**config.mk**
```make
export PLATFORM = sky130hd
export DESIGN_NAME = ola_cell
export DESIGN_NICKNAME = d
export VERILOG_FILES = /design/src/rtl/ola_pkg.sv /design/src/rtl/ola_cell.sv
export VERILOG_INCLUDE_DIRS = /design/src /design/src/rtl
export SDC_FILE = /design/constraint.sdc
export NUM_CORES = 1
export LEC_CHECK = 0
export ABC_AREA = 1
export BUFFER_PORTS_ARGS = -buffer_cell sky130_fd_sc_hd__buf_2
export CAP_MARGIN = 0
export CORE_ASPECT_RATIO = 1.25
export CORE_MARGIN = 5
export CORE_UTILIZATION = 36
export DETAILED_ROUTE_END_ITERATION = 16
export PLACE_DENSITY = 0.77
export SYNTH_ARGS = -nofsm -noshare
export SYNTH_HDL_FRONTEND = slang
export SYNTH_SLANG_ARGS = --single-unit
```
**constraint.sdc**
```tcl
create_clock -name clk -period 1.65 [get_ports clk]
set_input_delay 0.165 -clock clk [delete_from_list [all_inputs] [get_ports clk]]
set_output_delay 0.165 -clock clk [all_outputs]
set_load 0.005 [all_outputs]
```
**src/rtl/ordered_array_list_assert.svh**
```systemverilog
// Assertion macros shared by the ordered array list RTL.
// Define NO_ASSERTIONS to compile every check away.
`ifndef ORDERED_ARRAY_LIST_ASSERT_SVH
`define ORDERED_ARRAY_LIST_ASSERT_SVH

`ifndef NO_ASSERTIONS

// A property that must hold at every clock edge outside reset.
`define OLA_ASSERT(lbl, clk, rstn, prop) \
  lbl: assert property (@(posedge clk) disable iff (!rstn) prop) \
    else $error("ordered array list check failed");

// A condition that must never be true outside reset.
`define OLA_ASSERT_NEVER(lbl, clk, rstn, cond) \
  lbl: assert property (@(posedge clk) disable iff (!rstn) !(cond)) \
    else $error("ordered array list forbidden condition seen");

`else

`define OLA_ASSERT(lbl, clk, rstn, prop)
`define OLA_ASSERT_NEVER(lbl, clk, rstn, cond)

`endif

`endif

```
**src/rtl/ola_pkg.sv**
```systemverilog
`default_nettype none

package ola_pkg;

  localparam int KEY_W  = 32;
  localparam int OP_W   = 2;
  localparam int POS_W  = 7;
  localparam int STAT_W = 2;
  localparam int FIDX_W = 6;
  localparam int ECNT_W = 7;

  typedef logic [OP_W-1:0]   op_t;
  typedef logic [STAT_W-1:0] status_t;

  localparam op_t OP_INSERT = 2'd0;
  localparam op_t OP_DELETE = 2'd1;
  localparam op_t OP_SEARCH = 2'd2;
  localparam op_t OP_CLEAR  = 2'd3;

  localparam status_t ST_OK       = 2'd0;
  localparam status_t ST_FULL     = 2'd1;
  localparam status_t ST_RANGE    = 2'd2;
  localparam status_t ST_NOTFOUND = 2'd3;

  // Per-cell command from the controller.
  typedef struct packed {
    logic cmp_en;   // compare the broadcast key against the stored entry
    logic ins_at;   // store the insert key here
    logic ins_up;   // take the lower neighbor's entry
    logic del_dn;   // take the upper neighbor's entry
  } cell_cmd_t;

endpackage

`default_nettype wire

```
**src/rtl/ola_cell.sv**
```systemverilog
`default_nettype none

`include "ordered_array_list_assert.svh"

module ola_cell (
  input  wire logic                      clk,
  input  wire logic                      rst_n,
  input  wire ola_pkg::cell_cmd_t        cmd,
  input  wire logic                      valid,
  input  wire logic [ola_pkg::KEY_W-1:0] cmp_key,
  input  wire logic [ola_pkg::KEY_W-1:0] wr_key,
  input  wire logic [ola_pkg::KEY_W-1:0] left,
  input  wire logic [ola_pkg::KEY_W-1:0] right,
  output logic [ola_pkg::KEY_W-1:0]      entry,
  output logic                           match
);

  logic [ola_pkg::KEY_W-1:0] entry_r;
  logic                      match_r;

  // Only one shift direction is ever requested per item.
  always_ff @(posedge clk) begin
    if (cmd.del_dn) begin
      entry_r <= right;
    end else if (cmd.ins_up) begin
      entry_r <= left;
    end else if (cmd.ins_at) begin
      entry_r <= wr_key;
    end
  end

  always_ff @(posedge clk) begin
    if (!rst_n) begin
      match_r <= 1'b0;
    end else if (cmd.cmp_en) begin
      match_r <= valid && (entry_r == cmp_key);
    end
  end

  assign entry = entry_r;
  assign match = match_r;

  `OLA_ASSERT_NEVER(a_one_move, clk, rst_n, cmd.del_dn && (cmd.ins_up || cmd.ins_at))
  `OLA_ASSERT_NEVER(a_ins_exclusive, clk, rst_n, cmd.ins_up && cmd.ins_at)
  `OLA_ASSERT_NEVER(a_cmp_not_shift, clk, rst_n,
                    cmd.cmp_en && (cmd.del_dn || cmd.ins_up || cmd.ins_at))

endmodule

`default_nettype wire

```
## Yosys cells after proc, flatten, opt, wreduce, memory -nomap -nowiden

Cells that the tools add are included.

- Bits in registers: 33
- Bits of input ports: 135
- Output and inout port bits: 33
- Word-level logic and storage cells: 8

- Equal/unequal tests: 1
- Mux-type cells: 3
- Reductions and logical operators: 2

Operators by type and width:

| cell | number |
|---|---|
| 32-bit two-way mux | 3 |
| 32-bit equality test | 1 |
| 3-bit nonzero test | 1 |
| 1-bit logical AND | 1 |

## Longest topological paths before layout

Gate-level depths: netlist (run 1).

- Word-level depth: 3
- Gate-level depth with buffers: 10
- Depth with buffers taken out: 10

## Worst setup path after synthesis (run 1)

Ideal clock, no wire load.

- Kind: input -> register
- From: in cmd[1] in the netlist's numbering
- To: reg entry_r (netlist bit entry[0]), enable pin
- Library setup time: 0.389 ns
- Arrival: 1.327 ns
- Required time: 1.261 ns
- Setup slack: -0.067 ns
- Stages: 4
- Path buffers: 2
- Cells stage by stage: buf_4 > clkbuf_1 > nor2_1 > nand2_1

- Cells in the longest elaborated chain, start to end: 1

Ends and longest elaborated chain:

| item | RTL line | text |
|---|---|---|
| start: declaration | ola_cell.sv:8 | `input wire ola_pkg::cell_cmd_t cmd,` |
| 3-bit nonzero test (no line) | n/a |  |
| end signal: assignment | ola_cell.sv:24 | `entry_r <= right;` |
| end signal: assignment | ola_cell.sv:26 | `entry_r <= left;` |
| end signal: assignment | ola_cell.sv:28 | `entry_r <= wr_key;` |
| end: declaration | ola_cell.sv:18 | `logic [ola_pkg::KEY_W-1:0] entry_r;` |

No other way between the ends.
A chain may end at the register's enable or synchronous reset.

## Final worst setup path (run 1)

- From: reg entry_r (netlist bit entry[18])
- To: reg match_r, in the netlist match

- Cells in the longest elaborated chain, start to end: 2

Ends and longest elaborated chain:

| item | RTL line | text |
|---|---|---|
| 32-bit equality test | ola_cell.sv:36 | `match_r <= valid && (entry_r == cmp_key);` |
| 1-bit logical AND | ola_cell.sv:36 |  |
| end signal: assignment | ola_cell.sv:36 |  |
| end: declaration | ola_cell.sv:19 | `logic match_r;` |

No other way between the ends.

==> results of run 1 <==
sequential cells by signal, summed over array words and instances, names as in the netlist:
register and flops:
entry 32, match 1
layout make-up:
cell class / count / area [um^2] / area share
inverters: 40 / 150 / 0.0465
flip-flops and latches: 33 / 981 / 0.304
well taps: 82 / 103 / 0.0318
clock inverters: 3 / 12.5 / 0.00388
repair buffers: 174 / 913 / 0.283
multi-input cells: 221 / 997 / 0.309
clock buffers: 5 / 68.8 / 0.0213
how the worst max path moves through the flow:
stage,endpoint,slack [ns],cells past startpoint
5_1_grt,match,0.21,7
2_1_floorplan,entry[0],0.22,4
6_report,match,0.42,7
4_1_cts,match,0.36,7
3_5_place_dp,match,0.39,7
3_3_place_gp,match,0.36,7
report_power, final:
part	switching (mW)	total [mW]	leakage, nW	internal (mW)
combinational	0.304	0.616	1.34	0.313
clock	0.302	0.586	0.0430	0.284
sequential	0.0648	1.10	0.337	1.03
total	0.670	2.30	1.72	1.63
per-layer routing:
layer,GRT usage,part of all wire,up-vias
li1,-,-,1322
met1,0.214,0.37,1145
met2,0.355,0.53,98
met3,0.0427,0.067,18
met4,0.0767,0.026,0
met5,0,0,-
metrics by stage:
| step | util | hold slack (ns) | cells | cell area (um^2) |
|---|---|---|---|---|
| 5_1_grt | 0.551 | 0.120 | 558 | 3230 |
| 6_report | 0.551 | 0.106 | 558 | 3230 |
| 2_1_floorplan | - | 0.287 | 308 | 2190 |
| 3_3_place_gp | 0.537 | 0.397 | 550 | 3140 |
| 3_5_place_dp | 0.537 | 0.398 | 550 | 3140 |
| 4_1_cts | 0.551 | 0.0976 | 558 | 3230 |
logic make-up after synthesis:
kind of cell	after synthesis
compound gates	67
simple gates	142
xor+xnor	12
buf+inv	54
flops	33
layout by cell type, fill, tap and decap left out:
| master | instances |
|---|---|
| a21oi_1 | 64 |
| clkinv_2 | 1 |
| xor2_1 | 2 |
| buf_12 | 2 |
| xnor2_1 | 10 |
| o22ai_1 | 2 |
| clkbuf_8 | 5 |
| a21oi_2 | 1 |
| edfxtp_1 | 32 |
| nand2_2 | 1 |
| nand2_1 | 83 |
| nor2_1 | 51 |
| nand3_1 | 2 |
| buf_4 | 5 |
| dfxtp_1 | 1 |
| inv_1 | 40 |
| clkinv_1 | 2 |
| buf_2 | 167 |
| nand4_1 | 5 |
worst max-delay path: stages (launching register included):
cell	delay, ns
edfxtp_1	0.41
xnor2_1	0.18
nand2_1	0.07
nor2_1	0.13
nand2_1	0.09
nor2_1	0.11
nand2_1	0.07
a21oi_2	0.10
==> results_dict.tcl, run 1 <==
set metrics [dict create \
    drtIter0Drc 80 \
    ys_types 16 \
    synth_area_leaders "edfxtp_1 (44%), a21oi_1 (15%), nand2_1 (14%)" \
    setup_viol 0 \
    p_per_area_nw_per_um2 713 \
    port_buffers 167 \
    max_clock_freq_mhz 811 \
    netlist_area_um2 2190 \
    fp-row-count 31 \
    min_period_ns 1.23 \
    yosys-top-cells-count "nand2_1 (84), a21oi_1 (64), nor2_1 (51)" \
    finalClockSkew_ns 0.00232 \
    cts_buffers 5 \
    die_area_um2 7760 \
    grt_max_degree 33 \
    setup_ws_ns 0.417 \
    min_from "rst_n" \
    syn_inst 308 \
    synth_warnings 0 \
    p_leak_nw 1.72 \
    postRouteAntennaNets 0 \
    cp.arrival_ns 1.45 \
    drc_errors 0 \
    synth_top_family_by_area "simple AND/OR/NAND/NOR gates" \
    pre_cts_slack_ns 0.390 \
    drtPass1Iterations 4 \
    io_pins 168 \
    layout-drive-gt1-share 0.382 \
    drv_slew 0 \
    dp_hpwl_um 6020 \
    wl_per_cell_um 13.4 \
    rsz0062_at_grt "no" \
    required_ns 1.87 \
    timing.rr.end "match" \
    ys_seq_elements 33 \
    grt_pass1_vias 2716 \
    grt_pass1_wl_um 11900 \
    cts_root_buf "clkbuf_8" \
    postCtsSetupRepairBufs 0 \
    ys_seq_area_frac 0.448 \
    synth_nets 443 \
    synth-main-ff-cell "edfxtp_1" \
    die_w_um 79.8 \
    cts_resized 0 \
    clockBufferDepth 2 \
    nNetsFinal 610 \
    grt-ovfl-total 0 \
    synth_top_area_share 0.439 \
    cts_sinks 33 \
    synth.most_common_cell "nand2_1" \
    finalHoldViolations 0 \
    hold_path_depth 3 \
    fillers 578 \
    postSynthAreaPerCell_um2 7.11 \
    start_util 0.374 \
    ff2ff_path_depth 7 \
    cts_tree "done" \
    cp-end-kind "flip-flop" \
    reg2reg_slack_ns 0.42 \
    die_h_um 97.2 \
    tightest_slew_ns 0.390 \
    clock_latency_ns 0.28 \
    reg2reg_from "entry[18]" \
    yosys.area_share.simple 0.250 \
    yosysTopAreaCell "edfxtp_1" \
    routed_wl_um 7490 \
    clkTransAtPathRegs_ns 0.07 \
    synthMuxAreaShare 0 \
    min_path_type "primary input to flip-flop" \
    antenna_found_initial 0 \
    startpoint "entry[18]" \
    finalCritPeriodShare 0.747 \
    total_power_mw 2.30 \
    postCtsHoldBufs 0 \
    vias_per_cell 4.63 \
    status "finished clean" \
    min_to "match" \
    setup.worst_path.class "flip-flop to flip-flop" \
    antenna_cells 0 \
    coreArea_um2 5860 \
    synth_compound_area_frac 0.156 \
    slew_headroom 0.740 \
    synth_edf_count 32 \
    grt_usage 0.195 \
    gp_congestion 0.815 \
    synth-xor-area-share 0.0480 \
    drv_cap 0 \
    synth_fa_ha_area_frac 0 \
    cp_max_fo 2 \
    vias 2583 \
    cts_htree_levels 2 \
    syn_to_final_growth_pct 47.2 \
    synth-async-reset-ratio 0 \
    ir_drop_mv 0.401 \
    start_kind "flip-flop" \
    setup_tns_ns 0 \
]
(Power assumes the default switching activity.)
==> inputs of run 2 (changes only) <==
clock period = 1 ns   (was 1.65 ns; I/O delays follow)
==> run 2 against run 1 <==
  * Clock skew up 0.0038 ns
  * Critical path type unchanged
  * Die area stayed put
  * Highest routed layer unchanged
  * Sequential cell count stayed put
  * Maximum frequency grew 4.7%
  * Register-to-register slack got worse by 0.59 ns
  * Combinational power up 74%
  * First-iteration DRC count increased by 55%
  * Global-route usage fell by 1.1 points
  * The flow now finishes with violations (setup timing)
  * Clock power is 66% higher
  * Critical path depth did not move
  * Sequential share of layout area shrank 0.61 points
  * Total power grew 67%
==> results_dict.tcl, run 2 (synthesis results as in run 1) <==
set metrics [dict create \
    status "finished with violations" \
    violations "setup timing" \
    dp_hpwl_um 5830 \
    pwr-share-comb 0.278 \
    multi_input_area_um2 1020 \
    slew_headroom 0.771 \
    setup_ws_ns -0.178 \
    start_util 0.374 \
    slowest_delay_ns 0.41 \
    crit_buf_inv 0 \
    start_kind "flip-flop" \
    cts_htree_levels 2 \
    io_pins 168 \
    layout_commonest_cell "buf_2" \
    syn_to_final_growth_pct 50.3 \
    final_cell_mix "buf_2 (165), nand2_1 (83), a21oi_1 (64), nor2_1 (48), inv_1 (40)" \
    clkTransAtPathRegs_ns 0.07 \
    coreArea_um2 5860 \
    die_area_um2 7760 \
    cp.arrival_ns 1.40 \
    grt_pass1_vias 2604 \
    largest_register_ff_count 32 \
    placed_cell_area_um2 3180 \
    final_cell_area_um2 3290 \
    register_area_um2 981 \
    vias 2549 \
    startpoint "entry[16]" \
    setup.worst_path.class "flip-flop to flip-flop" \
    p_leak_nw 1.74 \
    antenna_cells 0 \
    power.internal_mw 2.74 \
    switching_share 0.288 \
    hold_slack_ns 0.0331 \
    path_delay_family "simple AND/OR/NAND/NOR gates" \
    min_period_ns 1.18 \
    seqPwrFrac 0.470 \
    crit_path_frequent_cell "nand2_1" \
    cp-end-kind "flip-flop" \
    max_clock_freq_mhz 849 \
    fillers 560 \
    drc_errors 0 \
    fp-row-count 31 \
    tightest_slew_ns 0.344 \
    gp_congestion 0.773 \
    drtIter0Drc 124 \
    finalCritPeriodShare 1.18 \
    drv_cap 0 \
    cts_buffers 5 \
    cts_tree "done" \
    clock_latency_ns 0.28 \
    vias_per_cell 4.54 \
    ir_drop_mv 0.703 \
    required_ns 1.23 \
    drtPass1Iterations 6 \
    die_h_um 97.2 \
    grt_max_degree 33 \
    port_buffers 167 \
    finalCoreUtilization 0.562 \
    drv_slew 0 \
    wl_per_cell_um 12.7 \
    min_path_type "primary input to flip-flop" \
    pre_cts_slack_ns -0.250 \
    min_from "rst_n" \
    antenna_found_initial 0 \
    grt_usage 0.184 \
    die_w_um 79.8 \
    cts_sinks 33 \
    grt_pass1_wl_um 11400 \
    rsz0062_at_grt "yes" \
    p_clk_frac 0.253 \
    cp_max_fo 2 \
    routed_wl_um 7140 \
    clockBufferDepth 2 \
    reg2reg_from "entry[16]" \
    postRouteAntennaNets 0 \
    postCtsHoldBufs 0 \
    layout-drive-gt1-share 0.395 \
    power.switching_mw 1.11 \
    nNetsFinal 613 \
    cts_root_buf "clkbuf_8" \
    grt-ovfl-total 0 \
    setup_viol 3 \
    p_per_area_nw_per_um2 1170 \
    crit_chain "xnor2_1 > nand2_1 > nor2_2 > nand2_1 > nor2_1 > nand2_1 > a21oi_2" \
    slowest_stage "edfxtp_1" \
    finalClockSkew_ns 0.00609 \
    finalHoldViolations 0 \
]
## run 2: cell count changes in the layout (fill, tap and decap cells not counted), sizes merged
cell    previous run  this run
buf              174       177
clkbuf             5         6
clkinv             3         2
## run 2: area by class of cell
| cell class | instances | area share |
|---|---|---|
| clock buffers | 6 | 0.0220 |
| repair buffers | 177 | 0.289 |
| well taps | 82 | 0.0312 |
| clock inverters | 2 | 0.00304 |
| flip-flops and latches | 33 | 0.298 |
| inverters | 40 | 0.0456 |
| multi-input cells | 221 | 0.311 |
## run 2: timing repair
item	4_1_cts	5_1_grt
pin swaps	6	1
setup buffers	1	2
endpoints found under the setup margin	2	3
resized for setup	3	3
## run 2: path summary, 6_finish.rpt
path	endpoint	depth (start not counted)	slack (ns)
hold reg to reg	match	2	0.48
setup reg to reg	match	7	-0.18
setup / recovery	match	7	-0.18
hold / removal	match	3	0.03
## run 2: metrics by stage
stage                     std cells  power [mW]  TNS, ns
after floorplan                 308        2.32  -0.0686
after global placement          552        2.86   -0.221
after detailed placement        552        2.89   -0.250
after CTS                       561        3.88   -0.359
after global routing            561        4.07   -0.504
final                           561        3.84   -0.272
## run 2: per-layer routing
layer,part of all wire,vias up,track usage
li1,-,1326,-
met1,0.37,1102,0.190
met2,0.54,109,0.358
met3,0.072,12,0.0362
met4,0.020,0,0.0598
met5,0,-,0
## run 2: power by group through the flow
stage	combinational, mW	sequential [mW]	clock, mW
after detailed placement	1.05	1.84	0
after floorplan	0.469	1.85	0
after global routing	1.20	1.83	1.04
final	1.07	1.80	0.971
after global placement	1.04	1.83	0
after CTS	1.07	1.81	0.995
## run 2: worst min-delay path, stage by stage
cell	delay, ns
buf_2	0.10
inv_1	0.05
a21oi_2	0.03
